**src/rfba_pkg.sv**
```systemverilog
// ----------------------------------------------------------------------------
// rfba_pkg
// shared types, codes and defaults of the rotating framebuffer blit addresser
// ----------------------------------------------------------------------------
package rfba_pkg;

    // default geometry, overridable at the top level
    localparam int MAX_DIM_DEF       = 1024;
    localparam int VGA_ROW_BYTES_DEF = 960;
    localparam int VGA_COLS_DEF      = 480;
    localparam int VGA_ROWS_DEF      = 640;

    // byte stride of one replicated pixel pair along a vga row
    localparam int VGA_PAIR_STRIDE = 2;

    // configuration port
    localparam int CFG_ADDR_W = 5;
    localparam int CFG_DATA_W = 32;

    localparam int DIM_W   = 10;
    localparam int PITCH_W = 14;
    localparam int LIN_W   = 20;

    // register reset values
    localparam logic [DIM_W-1:0]   SRC_WIDTH_RST    = 10'd320;
    localparam logic [DIM_W-1:0]   SRC_HEIGHT_RST   = 10'd240;
    localparam logic [PITCH_W-1:0] X_PITCH_RST      = 14'd2;
    localparam logic [PITCH_W-1:0] Y_PITCH_RST      = 14'd480;
    localparam logic [DIM_W-1:0]   PANEL_WIDTH_RST  = 10'd240;
    localparam logic [DIM_W-1:0]   PANEL_HEIGHT_RST = 10'd320;

    typedef enum logic [2:0] {
        MODE_PORT_LINEAR = 3'd0,
        MODE_PORT_VGA    = 3'd1,
        MODE_VGA_LEFT    = 3'd2,
        MODE_VGA_RIGHT   = 3'd3,
        MODE_LAND_LEFT   = 3'd4,
        MODE_LAND_RIGHT  = 3'd5,
        MODE_PORT_LEFT   = 3'd6,
        MODE_PORT_RIGHT  = 3'd7
    } t_mode;

    typedef enum logic [2:0] {
        REG_MODE         = 3'd0,
        REG_SRC_WIDTH    = 3'd1,
        REG_SRC_HEIGHT   = 3'd2,
        REG_X_PITCH      = 3'd3,
        REG_Y_PITCH      = 3'd4,
        REG_PANEL_WIDTH  = 3'd5,
        REG_PANEL_HEIGHT = 3'd6
    } t_reg_idx;

    // configuration as seen by the datapath
    typedef struct packed {
        t_mode                     mode;
        logic [DIM_W-1:0]          src_width;
        logic [DIM_W-1:0]          src_height;
        logic signed [PITCH_W-1:0] x_pitch;
        logic signed [PITCH_W-1:0] y_step;     // y pitch, low bit cleared
        logic [LIN_W-1:0]          lin_count;  // panel_width * panel_height
        logic [31:0]               base_left;  // x_pitch * (panel_width - 1)
        logic [31:0]               base_right; // y_pitch * (panel_height - 1)
    } t_cfg;

    // position flags of the pixel under work
    typedef struct packed {
        logic             raster_eof;
        logic             lin_ok;
        logic             lin_eof;
        logic [LIN_W-1:0] lin_n;
    } t_pos;

    // results of one pixel
    typedef struct packed {
        logic [1:0]  nres;
        logic [31:0] off0;
        logic [31:0] off1;
        logic [31:0] data;
        logic        wide;
        logic        eof;
    } t_res;

endpackage

```
**src/rfba_if.sv**
```systemverilog
// ----------------------------------------------------------------------------
// rfba_if
// valid/ready channels for source pixels and framebuffer writes
// ----------------------------------------------------------------------------
interface rfba_in_if;
    logic        valid;
    logic        ready;
    logic [15:0] pixel;
    logic        frame_start;

    modport source (output valid, output pixel, output frame_start, input ready);
    modport sink   (input valid, input pixel, input frame_start, output ready);
endinterface

interface rfba_out_if;
    logic               valid;
    logic               ready;
    logic signed [31:0] byte_offset;
    logic [31:0]        write_data;
    logic               wide;
    logic               end_of_frame;
    logic               last;

    modport source (
        output valid, output byte_offset, output write_data, output wide,
        output end_of_frame, output last, input ready
    );
    modport sink (
        input valid, input byte_offset, input write_data, input wide,
        input end_of_frame, input last, output ready
    );
endinterface

```
**src/rfba_cfg.sv**
```systemverilog
// ----------------------------------------------------------------------------
// rfba_cfg
// apb register file with registered per-frame products
// ----------------------------------------------------------------------------
module rfba_cfg
    import rfba_pkg::*;
(
    input  logic                  i_clk,
    input  logic                  i_rst_n,
    input  logic                  psel,
    input  logic                  penable,
    input  logic                  pwrite,
    input  logic [CFG_ADDR_W-1:0] paddr,
    input  logic [CFG_DATA_W-1:0] pwdata,
    output logic [CFG_DATA_W-1:0] prdata,
    output logic                  pready,
    output t_cfg                  o_cfg
);

    t_mode                     r_mode;
    logic [DIM_W-1:0]          r_src_width;
    logic [DIM_W-1:0]          r_src_height;
    logic [PITCH_W-1:0]        r_x_pitch;
    logic [PITCH_W-1:0]        r_y_pitch;
    logic [DIM_W-1:0]          r_panel_width;
    logic [DIM_W-1:0]          r_panel_height;
    logic [LIN_W-1:0]          r_lin_count;
    logic [31:0]               r_base_left;
    logic [31:0]               r_base_right;

    t_reg_idx                  w_idx;
    logic                      w_wr;
    logic signed [DIM_W:0]     w_pw_m1;
    logic signed [DIM_W:0]     w_ph_m1;
    logic signed [PITCH_W+DIM_W:0] w_left;
    logic signed [PITCH_W+DIM_W:0] w_right;

    assign pready = 1'b1;
    assign w_idx  = t_reg_idx'(paddr[CFG_ADDR_W-1:2]);
    assign w_wr   = psel && penable && pwrite;

    always_ff @(posedge i_clk) begin
        if (!i_rst_n) begin
            r_mode         <= MODE_PORT_LINEAR;
            r_src_width    <= SRC_WIDTH_RST;
            r_src_height   <= SRC_HEIGHT_RST;
            r_x_pitch      <= X_PITCH_RST;
            r_y_pitch      <= Y_PITCH_RST;
            r_panel_width  <= PANEL_WIDTH_RST;
            r_panel_height <= PANEL_HEIGHT_RST;
        end else if (w_wr) begin
            unique case (w_idx)
                REG_MODE:         r_mode         <= t_mode'(pwdata[2:0]);
                REG_SRC_WIDTH:    r_src_width    <= pwdata[DIM_W-1:0];
                REG_SRC_HEIGHT:   r_src_height   <= pwdata[DIM_W-1:0];
                REG_X_PITCH:      r_x_pitch      <= pwdata[PITCH_W-1:0];
                REG_Y_PITCH:      r_y_pitch      <= pwdata[PITCH_W-1:0];
                REG_PANEL_WIDTH:  r_panel_width  <= pwdata[DIM_W-1:0];
                REG_PANEL_HEIGHT: r_panel_height <= pwdata[DIM_W-1:0];
                default: ;
            endcase
        end
    end

    // per-frame products, refreshed every cycle from the registers
    assign w_pw_m1 = $signed({1'b0, r_panel_width}) - 11'sd1;
    assign w_ph_m1 = $signed({1'b0, r_panel_height}) - 11'sd1;
    assign w_left  = $signed(r_x_pitch) * w_pw_m1;
    assign w_right = $signed(r_y_pitch) * w_ph_m1;

    always_ff @(posedge i_clk) begin
        r_lin_count  <= LIN_W'(r_panel_width) * LIN_W'(r_panel_height);
        r_base_left  <= {{(31-PITCH_W-DIM_W){w_left[PITCH_W+DIM_W]}}, w_left};
        r_base_right <= {{(31-PITCH_W-DIM_W){w_right[PITCH_W+DIM_W]}}, w_right};
    end

    always_comb begin
        prdata = '0;
        unique case (w_idx)
            REG_MODE:         prdata = 32'(r_mode);
            REG_SRC_WIDTH:    prdata = 32'(r_src_width);
            REG_SRC_HEIGHT:   prdata = 32'(r_src_height);
            REG_X_PITCH:      prdata = 32'($signed(r_x_pitch));
            REG_Y_PITCH:      prdata = 32'($signed(r_y_pitch));
            REG_PANEL_WIDTH:  prdata = 32'(r_panel_width);
            REG_PANEL_HEIGHT: prdata = 32'(r_panel_height);
            default:          prdata = '0;
        endcase
    end

    always_comb begin
        o_cfg            = '0;
        o_cfg.mode       = r_mode;
        o_cfg.src_width  = r_src_width;
        o_cfg.src_height = r_src_height;
        o_cfg.x_pitch    = r_x_pitch;
        o_cfg.y_step     = {r_y_pitch[PITCH_W-1:1], 1'b0};
        o_cfg.lin_count  = r_lin_count;
        o_cfg.base_left  = r_base_left;
        o_cfg.base_right = r_base_right;
    end

endmodule

```
**src/rfba_pos.sv**
```systemverilog
// ----------------------------------------------------------------------------
// rfba_pos
// raster and linear position counters
// ----------------------------------------------------------------------------
module rfba_pos
    import rfba_pkg::*;
#(
    parameter int MAX_DIM = MAX_DIM_DEF
) (
    input  logic                       i_clk,
    input  logic                       i_rst_n,
    input  logic                       i_step,
    input  logic                       i_frame_start,
    input  t_cfg                       i_cfg,
    output logic [$clog2(MAX_DIM)-1:0] o_col,
    output logic [$clog2(MAX_DIM)-1:0] o_row,
    output t_pos                       o_pos
);

    localparam int CW = $clog2(MAX_DIM);

    logic [CW-1:0]    r_col;
    logic [CW-1:0]    r_row;
    logic [LIN_W-1:0] r_lin;

    logic [CW-1:0]    w_col;
    logic [CW-1:0]    w_row;
    logic [LIN_W-1:0] w_lin;
    logic [31:0]      w_w_m1;
    logic [31:0]      w_h_m1;
    logic             w_last_col;
    logic             w_last_row;
    logic             w_raster_eof;
    logic             w_lin_ok;
    logic             w_lin_eof;

    // frame start restarts the counters ahead of this pixel
    assign w_col = i_frame_start ? '0 : r_col;
    assign w_row = i_frame_start ? '0 : r_row;
    assign w_lin = i_frame_start ? '0 : r_lin;

    // a zero dimension wraps to the full counter range
    assign w_w_m1       = 32'(i_cfg.src_width) - 32'd1;
    assign w_h_m1       = 32'(i_cfg.src_height) - 32'd1;
    assign w_last_col   = w_col == w_w_m1[CW-1:0];
    assign w_last_row   = w_row == w_h_m1[CW-1:0];
    assign w_raster_eof = w_last_col && w_last_row;
    assign w_lin_ok     = w_lin < i_cfg.lin_count;
    assign w_lin_eof    = w_lin_ok
                          && ((21'(w_lin) + 21'd1) == {1'b0, i_cfg.lin_count});

    always_ff @(posedge i_clk) begin
        if (!i_rst_n) begin
            r_col <= '0;
            r_row <= '0;
            r_lin <= '0;
        end else if (i_step) begin
            if (w_lin_ok) begin
                r_lin <= w_lin + LIN_W'(1);
            end else begin
                r_lin <= w_lin;
            end
            if (w_raster_eof) begin
                r_col <= '0;
                r_row <= '0;
            end else if (w_last_col) begin
                r_col <= '0;
                r_row <= w_row + CW'(1);
            end else begin
                r_col <= w_col + CW'(1);
                r_row <= w_row;
            end
        end
    end

    assign o_col = w_col;
    assign o_row = w_row;

    always_comb begin
        o_pos            = '0;
        o_pos.raster_eof = w_raster_eof;
        o_pos.lin_ok     = w_lin_ok;
        o_pos.lin_eof    = w_lin_eof;
        o_pos.lin_n      = w_lin;
    end

endmodule

```
**src/rfba_addr.sv**
```systemverilog
// ----------------------------------------------------------------------------
// rfba_addr
// byte offsets and write data of one pixel per mode
// ----------------------------------------------------------------------------
module rfba_addr
    import rfba_pkg::*;
#(
    parameter int MAX_DIM       = MAX_DIM_DEF,
    parameter int VGA_ROW_BYTES = VGA_ROW_BYTES_DEF,
    parameter int VGA_COLS      = VGA_COLS_DEF,
    parameter int VGA_ROWS      = VGA_ROWS_DEF
) (
    input  t_cfg                       i_cfg,
    input  t_pos                       i_pos,
    input  logic [$clog2(MAX_DIM)-1:0] i_col,
    input  logic [$clog2(MAX_DIM)-1:0] i_row,
    input  logic [15:0]                i_pixel,
    output t_res                       o_res
);

    localparam int CW = $clog2(MAX_DIM);
    localparam int PW = PITCH_W + CW + 1;

    localparam logic [31:0] ROW_B   = 32'(VGA_ROW_BYTES);
    localparam logic [31:0] TWO_ROW = 32'(2 * VGA_ROW_BYTES);
    localparam logic [31:0] K_LEFT  =
        32'(2 * VGA_PAIR_STRIDE * (VGA_COLS - 1) - VGA_ROW_BYTES);
    localparam logic [31:0] K_RIGHT = 32'(VGA_ROW_BYTES * (VGA_ROWS - 2));

    logic [31:0]          w_c32;
    logic [31:0]          w_r32;
    logic [31:0]          w_cr;
    logic [31:0]          w_r4;
    logic signed [PW-1:0] w_xr;
    logic signed [PW-1:0] w_yc;
    logic [31:0]          w_xr32;
    logic [31:0]          w_yc32;
    logic [31:0]          w_lin2;
    logic [31:0]          w_rev2;
    logic [31:0]          w_vga_l;
    logic [31:0]          w_vga_r;

    assign w_c32 = 32'(i_col);
    assign w_r32 = 32'(i_row);
    assign w_cr  = w_c32 * TWO_ROW;
    assign w_r4  = {w_r32[29:0], 2'b00};

    // pitch terms of the rotated portrait writes
    assign w_xr   = $signed(i_cfg.x_pitch) * $signed({1'b0, i_row});
    assign w_yc   = $signed(i_cfg.y_step) * $signed({1'b0, i_col});
    assign w_xr32 = {{(32-PW){w_xr[PW-1]}}, w_xr};
    assign w_yc32 = {{(32-PW){w_yc[PW-1]}}, w_yc};

    assign w_lin2  = {11'b0, i_pos.lin_n, 1'b0};
    assign w_rev2  = (32'(i_cfg.lin_count) - 32'd1 - 32'(i_pos.lin_n)) << 1;
    assign w_vga_l = K_LEFT - w_r4 + w_cr;
    assign w_vga_r = K_RIGHT + w_r4 - w_cr;

    always_comb begin
        o_res      = '0;
        o_res.data = {16'b0, i_pixel};
        o_res.eof  = i_pos.raster_eof;
        case (i_cfg.mode) inside
            MODE_PORT_LINEAR, MODE_LAND_RIGHT: begin
                o_res.nres = i_pos.lin_ok ? 2'd1 : 2'd0;
                o_res.off0 = w_lin2;
                o_res.eof  = i_pos.lin_eof;
            end
            MODE_LAND_LEFT: begin
                o_res.nres = i_pos.lin_ok ? 2'd1 : 2'd0;
                o_res.off0 = w_rev2;
                o_res.eof  = i_pos.lin_eof;
            end
            MODE_VGA_LEFT, MODE_VGA_RIGHT: begin
                // 2x2 replication: two word writes one vga row apart
                o_res.nres = 2'd2;
                o_res.off0 = (i_cfg.mode == MODE_VGA_LEFT) ? w_vga_l : w_vga_r;
                o_res.off1 = o_res.off0 + ROW_B;
                o_res.data = {i_pixel, i_pixel};
                o_res.wide = 1'b1;
            end
            MODE_PORT_LEFT: begin
                o_res.nres = 2'd1;
                o_res.off0 = i_cfg.base_left - w_xr32 + w_yc32;
            end
            MODE_PORT_RIGHT: begin
                o_res.nres = 2'd1;
                o_res.off0 = i_cfg.base_right + w_xr32 - w_yc32;
            end
            default: begin
                o_res.nres = 2'd0;
            end
        endcase
    end

endmodule

```
**src/rfba_out.sv**
```systemverilog
// ----------------------------------------------------------------------------
// rfba_out
// result register that plays out one or two writes per pixel
// ----------------------------------------------------------------------------
module rfba_out
    import rfba_pkg::*;
(
    input  logic       i_clk,
    input  logic       i_rst_n,
    input  logic       i_load,
    input  t_res       i_res,
    output logic       o_can_take,
    rfba_out_if.source o_out
);

    logic        r_vld;
    logic        r_beat;
    logic        r_two;
    logic [31:0] r_off0;
    logic [31:0] r_off1;
    logic [31:0] r_data;
    logic        r_wide;
    logic        r_eof;

    logic        w_last;

    assign w_last     = !r_two || r_beat;
    assign o_can_take = !r_vld || (o_out.ready && w_last);

    always_ff @(posedge i_clk) begin
        if (!i_rst_n) begin
            r_vld  <= 1'b0;
            r_beat <= 1'b0;
        end else if (o_can_take) begin
            r_vld  <= i_load && (i_res.nres != 2'd0);
            r_beat <= 1'b0;
        end else if (o_out.ready) begin
            r_beat <= 1'b1;
        end
    end

    always_ff @(posedge i_clk) begin
        if (o_can_take) begin
            r_two  <= i_res.nres == 2'd2;
            r_off0 <= i_res.off0;
            r_off1 <= i_res.off1;
            r_data <= i_res.data;
            r_wide <= i_res.wide;
            r_eof  <= i_res.eof;
        end
    end

    assign o_out.valid        = r_vld;
    assign o_out.byte_offset  = r_beat ? r_off1 : r_off0;
    assign o_out.write_data   = r_data;
    assign o_out.wide         = r_wide;
    assign o_out.end_of_frame = r_eof;
    assign o_out.last         = w_last;

endmodule

```
**src/rotating_framebuffer_blit_addresser.sv**
```systemverilog
// ----------------------------------------------------------------------------
// rotating_framebuffer_blit_addresser
// turns raster rgb565 pixels into framebuffer write offsets and data
// ----------------------------------------------------------------------------
// usage
// - i_in carries source pixels in raster order; frame_start on a pixel
//   restarts the column, row and linear counters at that pixel
// - o_out carries framebuffer writes: byte offset from the base, data,
//   width flag, end of frame and last-write-of-pixel flag
// - the user writes registers over the apb port only while no transaction is
//   in flight; the block itself does not enforce this
// - a pixel taken is held in the input register, its writes are computed
//   from it and registered in the output register, which drives o_out
// - linear and rotated portrait modes give at most one write per pixel and run
//   at one pixel per cycle while o_out is ready; vga landscape modes give two
//   word writes per pixel; the single output register sends both in turn
// - pixels that give no write (portrait vga, linear count used up) still
//   advance the counters and leave the output empty
// - when o_out stalls the output register holds its write and the input
//   register fills behind it; i_in.ready drops once both are occupied
// - reset clears the counters and loads the register defaults; there is no
//   clearing pass, pixels are taken in the first cycle after reset
// ----------------------------------------------------------------------------
module rotating_framebuffer_blit_addresser
    import rfba_pkg::*;
#(
    parameter int MAX_DIM       = MAX_DIM_DEF,
    parameter int VGA_ROW_BYTES = VGA_ROW_BYTES_DEF,
    parameter int VGA_COLS      = VGA_COLS_DEF,
    parameter int VGA_ROWS      = VGA_ROWS_DEF
) (
    input  logic                  i_clk,
    input  logic                  i_rst_n,
    // configuration
    input  logic                  psel,
    input  logic                  penable,
    input  logic                  pwrite,
    input  logic [CFG_ADDR_W-1:0] paddr,
    input  logic [CFG_DATA_W-1:0] pwdata,
    output logic [CFG_DATA_W-1:0] prdata,
    output logic                  pready,
    // pixel stream in, write stream out
    rfba_in_if.sink               i_in,
    rfba_out_if.source            o_out
);

    localparam int CW = $clog2(MAX_DIM);

    // input register
    logic        r_in_vld;
    logic [15:0] r_pixel;
    logic        r_frame_start;

    logic          w_can_take;
    logic          w_adv;
    t_cfg          w_cfg;
    t_pos          w_pos;
    t_res          w_res;
    logic [CW-1:0] w_col;
    logic [CW-1:0] w_row;

    // the pixel moves on whenever the output register can take its writes
    assign w_adv      = r_in_vld && w_can_take;
    assign i_in.ready = !r_in_vld || w_can_take;

    always_ff @(posedge i_clk) begin
        if (!i_rst_n) begin
            r_in_vld <= 1'b0;
        end else if (i_in.ready) begin
            r_in_vld <= i_in.valid;
        end
    end

    always_ff @(posedge i_clk) begin
        if (i_in.ready) begin
            r_pixel       <= i_in.pixel;
            r_frame_start <= i_in.frame_start;
        end
    end

    rfba_cfg u_cfg (
        .i_clk   (i_clk),
        .i_rst_n (i_rst_n),
        .psel    (psel),
        .penable (penable),
        .pwrite  (pwrite),
        .paddr   (paddr),
        .pwdata  (pwdata),
        .prdata  (prdata),
        .pready  (pready),
        .o_cfg   (w_cfg)
    );

    // counters step once per pixel leaving the input register
    rfba_pos #(
        .MAX_DIM (MAX_DIM)
    ) u_pos (
        .i_clk         (i_clk),
        .i_rst_n       (i_rst_n),
        .i_step        (w_adv),
        .i_frame_start (r_frame_start),
        .i_cfg         (w_cfg),
        .o_col         (w_col),
        .o_row         (w_row),
        .o_pos         (w_pos)
    );

    // offsets: small pitch multipliers and constant row products
    rfba_addr #(
        .MAX_DIM       (MAX_DIM),
        .VGA_ROW_BYTES (VGA_ROW_BYTES),
        .VGA_COLS      (VGA_COLS),
        .VGA_ROWS      (VGA_ROWS)
    ) u_addr (
        .i_cfg   (w_cfg),
        .i_pos   (w_pos),
        .i_col   (w_col),
        .i_row   (w_row),
        .i_pixel (r_pixel),
        .o_res   (w_res)
    );

    // result register, one or two output transactions per pixel
    rfba_out u_out (
        .i_clk      (i_clk),
        .i_rst_n    (i_rst_n),
        .i_load     (w_adv),
        .i_res      (w_res),
        .o_can_take (w_can_take),
        .o_out      (o_out)
    );

endmodule
```
**src/flat_wrapper.sv**
```systemverilog
// flat-port wrapper written by rule: the top's interface ports become plain ports
module rotating_framebuffer_blit_addresser_flat import rfba_pkg::*;
#(
    parameter int MAX_DIM       = MAX_DIM_DEF,
    parameter int VGA_ROW_BYTES = VGA_ROW_BYTES_DEF,
    parameter int VGA_COLS      = VGA_COLS_DEF,
    parameter int VGA_ROWS      = VGA_ROWS_DEF
)
  (i_clk, i_rst_n, psel, penable, pwrite, paddr, pwdata, prdata, pready, i_in_valid, i_in_pixel, i_in_frame_start, i_in_ready, o_out_valid, o_out_byte_offset, o_out_write_data, o_out_wide, o_out_end_of_frame, o_out_last, o_out_ready);
  rfba_in_if i_in_i ();
  rfba_out_if o_out_i ();
  input  logic i_clk;
  input  logic i_rst_n;
  input  logic psel;
  input  logic penable;
  input  logic pwrite;
  input  logic [CFG_ADDR_W-1:0] paddr;
  input  logic [CFG_DATA_W-1:0] pwdata;
  output logic [CFG_DATA_W-1:0] prdata;
  output logic pready;
  input wire logic [$bits(i_in_i.valid)-1:0] i_in_valid;
  input wire logic [$bits(i_in_i.pixel)-1:0] i_in_pixel;
  input wire logic [$bits(i_in_i.frame_start)-1:0] i_in_frame_start;
  output wire logic [$bits(i_in_i.ready)-1:0] i_in_ready;
  output wire logic [$bits(o_out_i.valid)-1:0] o_out_valid;
  output wire logic [$bits(o_out_i.byte_offset)-1:0] o_out_byte_offset;
  output wire logic [$bits(o_out_i.write_data)-1:0] o_out_write_data;
  output wire logic [$bits(o_out_i.wide)-1:0] o_out_wide;
  output wire logic [$bits(o_out_i.end_of_frame)-1:0] o_out_end_of_frame;
  output wire logic [$bits(o_out_i.last)-1:0] o_out_last;
  input wire logic [$bits(o_out_i.ready)-1:0] o_out_ready;
  assign i_in_i.valid = i_in_valid;
  assign i_in_i.pixel = i_in_pixel;
  assign i_in_i.frame_start = i_in_frame_start;
  assign i_in_ready = i_in_i.ready;
  assign o_out_valid = o_out_i.valid;
  assign o_out_byte_offset = o_out_i.byte_offset;
  assign o_out_write_data = o_out_i.write_data;
  assign o_out_wide = o_out_i.wide;
  assign o_out_end_of_frame = o_out_i.end_of_frame;
  assign o_out_last = o_out_i.last;
  assign o_out_i.ready = o_out_ready;
  rotating_framebuffer_blit_addresser #(.MAX_DIM(MAX_DIM), .VGA_ROW_BYTES(VGA_ROW_BYTES), .VGA_COLS(VGA_COLS), .VGA_ROWS(VGA_ROWS)) u_core (.i_clk(i_clk), .i_rst_n(i_rst_n), .psel(psel), .penable(penable), .pwrite(pwrite), .paddr(paddr), .pwdata(pwdata), .prdata(prdata), .pready(pready), .i_in(i_in_i), .o_out(o_out_i));
endmodule
```
**config.mk**
```make
export PLATFORM = sky130hd
export DESIGN_NAME = rotating_framebuffer_blit_addresser_flat
export DESIGN_NICKNAME = d
export VERILOG_FILES = /design/src/rfba_pkg.sv /design/src/rfba_if.sv /design/src/rfba_cfg.sv /design/src/rfba_pos.sv /design/src/rfba_addr.sv /design/src/rfba_out.sv /design/src/rotating_framebuffer_blit_addresser.sv /design/src/flat_wrapper.sv
export SDC_FILE = /design/constraint.sdc
export NUM_CORES = 2
export LEC_CHECK = 0
export BUFFER_PORTS_ARGS = -buffer_cell sky130_fd_sc_hd__buf_4
export CAP_MARGIN = 10
export CORE_ASPECT_RATIO = 1.25
export CORE_MARGIN = 10
export CORE_UTILIZATION = 55
export CTS_BUF_LIST = sky130_fd_sc_hd__clkbuf_2
export CTS_CLUSTER_DIAMETER = 200
export DETAILED_ROUTE_END_ITERATION = 12
export GPL_TIMING_DRIVEN = 0
export PLACE_DENSITY = 0.72
export SLEW_MARGIN = 5
export SYNTH_ARGS = -nofsm -noshare
export SYNTH_HDL_FRONTEND = slang
export SYNTH_SLANG_ARGS = --single-unit
```
**constraint.sdc**
```tcl
create_clock -name i_clk -period 21.5 [get_ports i_clk]
set_input_delay 1.075 -clock i_clk [delete_from_list [all_inputs] [get_ports i_clk]]
set_output_delay 1.075 -clock i_clk [all_outputs]
set_load 0.02 [all_outputs]
```
* Word-level counts from Yosys, hierarchy flattened *
Cells that the tools add are included.

storage, ports and cells
  register bits after elaboration = 300
  logic and storage cells = 124
  output and inout port bits = 102
  input bits = 61

cells by class
  reduce and logical (&&, ||, !) cells = 28
  eq/ne operators = 16
  multiply operators = 6
  bitwise gates (word level) = 2
  $add $sub $neg = 19
  mux-type cells = 25
  magnitude comparators = 1

operators by type and width
  operator                count
  $pmux 32 s7             1
  $mux 32                 6
  $mul 14x11->25          3
  $add 32x32->32          2
  $mux 10                 6
  $mux 20                 2
  $add 32x10->32 const B  1
  $sub 21x32->32          1
  $sub 32x32->32          1
  $add 25x25->26          1
  $sub 25x25->26          1
  $mul 13x11->24          1
  $sub 10x1->11 const B   2
  $sub 21x21->22          1
  $add 20x1->21 const B   1
  $add 20x12->21 const A  1
  $eq 21x20->1            1
  $eq 3x3->1 const B      7
  $mux 21                 1
  $sub 20x1->21 const B   1
  $add 10x1->10 const B   2
  $add 20x1->20 const B   1
  $eq 10x10->1            2
  $lt 20x20->1            1
  19 further kinds        50

* Logic depth before layout (Yosys ltp) *
  depth after elaboration = 9
  gate-level depth with buffers = 43
  gate-level depth less buffers = 42

* By module *
A second synthesis with hierarchy kept.

second synthesis, totals
  cell total of the unflattened synthesis = 5661
  area, all modules = 49761.5 um^2

modules (own cells, without submodules)
  module                               seq. area each (um^2)  area each (um^2)  cells an instance  instances
  rfba_addr                            0.0                    21136.5           2626               1
  rfba_cfg                             2822.7                 20094.3           2252               1
  rfba_pos                             800.8                  4476.8            617                1
  rfba_out                             3012.9                 3487.1            144                1
  rotating_framebuffer_blit_addresser  530.5                  566.8             22                 1

* Worst setup path before layout *
No wires, ideal clock.

  path type = register -> register
  start point = reg u_core.r_frame_start
  end point = reg u_core.u_out.r_off0[24] (data pin)
  setup slack = 12.251 ns
  buffers on the path = 3
  library setup time = 0.261 ns
  clock period less this slack = 9.249 ns
  arrival = 8.988 ns
  cell stages (with the launch flop) = 38
  required time = 21.239 ns
  cell sequence = edfxtp_1 -> clkbuf_1 -> nor2b_1 -> clkbuf_1 -> clkbuf_1 -> nand2_1 -> fa_1 -> fa_1 -> inv_1 -> fa_1 -> fa_1 -> inv_1 -> fa_1 -> inv_1 -> ha_1 -> a21o_1 -> a21o_1 -> a31o_2 -> (+2 left out) -> a21o_1 -> a21o_1 -> a21o_1 -> xor2_1 -> ha_1 -> or2_2 -> o31a_1 -> o211a_1 -> or2_2 -> a21oi_1 -> xnor2_1 -> ha_1 -> or4_1 -> o21ai_0 -> a21oi_1 -> a31oi_1 -> xnor2_1 -> a221o_1

between the ends
  cells in the longest elaborated chain, start to end = 8
  elaborated cells between the ends (all ways) = 20
  classes of those cells = add/sub: 9; mul: 3; mux: 8

RTL lines
  element                 line                                       text
  from (decl)             rotating_framebuffer_blit_addresser.sv:52  logic r_frame_start;
  from (signal assigned)  rotating_framebuffer_blit_addresser.sv:77  r_frame_start <= i_in.frame_start;
  $mux 10                 rfba_pos.sv:39                             assign w_row = i_frame_start ? '0 : r_row;
  $mul 14x11->25          rfba_addr.sv:49                            assign w_xr = $signed(i_cfg.x_pitch) * $signed({1'b0, i_row});
  $add 25x25->26          rfba_addr.sv:88                            o_res.off0 = i_cfg.base_right + w_xr32 - w_yc32;
  $sub 32x32->32          rfba_addr.sv:88
  $mux 32 (3 in a row)    rfba_addr.sv:63                            case (i_cfg.mode) inside
  $mux 32 *               rfba_addr.sv:63
  to (signal assigned)    rfba_out.sv:45                             r_off0 <= i_res.off0;
  to (decl)               rfba_out.sv:19                             logic [31:0] r_off0;

Every way passes the cells marked *; elsewhere a longest branch is shown, timed or not.
A chain may end at the register's enable or synchronous reset.

* Worst setup path after layout *
  start point = reg u_core.r_frame_start
  end point = reg u_core.u_out.r_off0[28] (data pin)

Same word-level chain as after synthesis.

==> impl_metrics.tcl <==
set metrics [dict create \
    routedWlPerCell_um 22.5 \
    synthToLayoutAreaGrowth_pct 6.86 \
    dieWidth_um 286 \
    nNetsFinal 7024 \
    timing.hold.ws_ns 0.112 \
    cp-start-kind "flip-flop" \
    dieHeight_um 353 \
    cts.clk_slew.worst_paths_ns 0.12 \
    fin_util_pct 59.0 \
    wl_met1_um 59400 \
    rows 122 \
    synth_async_sr_flop_share_pct 0 \
    synthCells 5627 \
    max_stage_delay_ns 0.91 \
    rsz0062_at_grt "no" \
    final-setup-viol-count 0 \
    port_buffers 139 \
    setup_tns_ns 0 \
    drt_iter0_drc 3186 \
    worstMarginPinSlew_ns 1.35 \
    cts_tree "built" \
    hold_violations 0 \
    grt_pass1_vias 42110 \
    powerDensity_nw_per_um2 35.3 \
    cts_resized 0 \
    cts_max_path_buffers 3 \
    drive_gt1_share_pct 7.11 \
    most-common-layout-cells "inv_1, nand2_1, fa_1" \
    vias 40914 \
    outcome "completed" \
    clock_skew_ns 0.150 \
    cts_hold_buf 0 \
    maxSlewViolCount 0 \
    synthesis.area_um2 48700 \
    antenna_found_initial 14 \
    route.met3.wl_um 12700 \
    grtUsageTotal_pct 31.7 \
    clock_sink_count 298 \
    syn_nets 6800 \
    fill_cells 8099 \
    fin_crit_sh_pct 56.6 \
    synth_edf_count 114 \
    ys_ff_latch 298 \
    numCtsBuffers 81 \
    dr.pass1.iters 6 \
    avgSynthCellArea_um2 8.66 \
    crit_fanout 13 \
    place.detailed.hpwl_um 133000 \
    die_area_um2 101000 \
    endpoint_kind "flip-flop" \
    synth.distinct_cells 98 \
    cts_setup_buffers 0 \
    cpMaxStageDelayCell "clkbuf_1" \
    criticalPathCategory "flip-flop to flip-flop" \
    final.min_clock_period_ns 12.16 \
    io_pins 163 \
    insertion_delay_ns 1.25 \
    path_common_cell "fa_1" \
    worstPathArrival_ns 13.02 \
    synth_top_flop_cell "dfxtp_1" \
    slew_headroom_pct 10.1 \
    grt_pass1_wl_um 246000 \
    overflow 0 \
    cp.required_ns 22.36 \
    root_buffer "clkbuf_2" \
    place_congestion 0.992 \
    start_util_pct 55.2 \
    wl_met2_um 75200 \
    synth_warnings 0 \
    hold_path.class "input pin to flip-flop" \
    routed.top_layer "met5" \
    dp_slack_ns 9.62 \
    drc 0 \
    setup_slack_ns 9.34 \
    ant_nets 0 \
    ys_seq_area_share_pct 14.6 \
    routed_via_density 5.76 \
    coreArea_um2 88200 \
    layout_commonest_cell "inv_1" \
    drv_cap 0 \
    grt_max_degree 76 \
    vdd_drop_max_mv 0.0529 \
    p_leak_nw 24.4 \
    cts_max_level 3 \
    fmaxAchievable_ghz 0.0822 \
    wl_um 160000 \
]
==> final timing paths <==
check	startpoint	to	slack, ns	depth (start not counted)
max	u_core.r_frame_start	u_core.u_out.r_off0[28]	9.34	38
min	i_in_frame_start	u_core.r_frame_start	0.11	1
max reg2reg	u_core.r_frame_start	u_core.u_out.r_off0[28]	9.34	38
min reg2reg	u_core.r_pixel[1]	u_core.u_out.o_out.write_data[1]	0.44	0
==> cell usage after synthesis (all sizes together), types with 9 or more instances <==
master	n	area, µm²
fa	623	12500
o21ai	183	916
and2	255	1600
a211oi	32	250
nor4	16	128
and4	9	78.8
a221oi	15	150
a22o	11	96.3
nand2b	59	369
o22ai	13	95.1
a21boi	72	541
edfxtp	114	3420
a31oi	37	231
nand2	624	2340
nand4	23	156
a22oi	11	82.6
nor3	99	510
xnor2	255	2230
buf	38	229
o31ai	18	150
nand3b	10	75.1
or3	37	231
xor2	94	823
o211ai	24	185
nor2b	202	1260
inv	927	3480
o21bai	24	180
mux2i	32	320
nor2	206	773
a21oi	217	1090
ha	489	6120
and3	36	225
mux2	40	450
or2	40	250
o21a	43	323
a21o	65	488
nand3	93	478
o31a	11	96.3
clkbuf	199	747
o2111ai	9	78.8
dfxtp	184	3680
==> worst max-delay path, delay by kind of cell (launching register included) <==
family,cells,cell delay (ns)
buf+inv,6,2.23
flops,1,0.66
xor+xnor,2,0.38
simple gates,10,1.40
fa+ha+maj,8,3.76
compound gates,12,3.41
==> registers in the layout, summed over array words and instances, names as in the netlist, 3 cells and up <==
register	cells
u_core.u_pos.r_row	10
u_core.u_cfg.r_src_width	10
u_core.u_pos.r_lin	20
u_core.u_out.r_off1	30
u_core.u_cfg.r_base_right	25
u_core.u_out.o_out.write_data	32
u_core.u_cfg.r_y_pitch	14
u_core.u_cfg.r_lin_count	20
u_core.u_cfg.r_src_height	10
u_core.r_pixel	16
u_core.u_cfg.r_panel_height	10
u_core.u_cfg.r_panel_width	10
u_core.u_cfg.r_base_left	25
u_core.u_cfg.r_mode	3
u_core.u_cfg.r_x_pitch	14
u_core.u_out.r_off0	32
u_core.u_pos.r_col	10
==> cell type report <==
class	count	area [µm²]	share of cell area, %
buffer	237	976	1.87
timing repair buffer	141	1080	2.08
multi-input combinational	4160	37200	71.4
clock buffer	109	546	1.05
sequential	298	7110	13.6
antenna	11	27.5	0.0529
inverter	932	3500	6.72
clock inverter	34	205	0.394
tap	1178	1470	2.83
==> per-layer routing <==
layer | GRT usage (%) | up-vias
li1 | - | 18730
met1 | 36.6 | 19924
met2 | 52.5 | 1726
met3 | 6.41 | 522
met4 | 21.8 | 12
met5 | 0 | -
==> cell families (layout without fill, tap and decap cells) <==
family	Yosys count	in the layout	share of synthesized area [%]
multiplexers	76	76	1.77
adder cells (fa/ha/maj)	1112	1112	38.2
XOR/XNOR	350	350	6.32
buffers and inverters	1169	1453	9.18
flip-flops	298	298	14.6
other	1	12	0.00770
AO/OA/AOI/OAI	879	879	12.0
AND/OR/NAND/NOR	1742	1742	18.0
==> power breakdown <==
group	internal (mW)	total, mW	switching (mW)
registers	0.619	0.642	0.0232
clock network	0.165	0.439	0.275
logic	0.290	0.757	0.468
total	1.07	1.84	0.766
==> through the flow <==
stage	power [mW]	area (µm²)	std cells
2_1_floorplan	1.16	48700	5627
3_3_place_gp	1.39	51200	6944
3_5_place_dp	1.39	51300	6946
4_1_cts	1.83	52000	7089
5_1_grt	1.95	52000	7092
6_report	1.84	52100	7100
(Power assumes the default switching activity.)
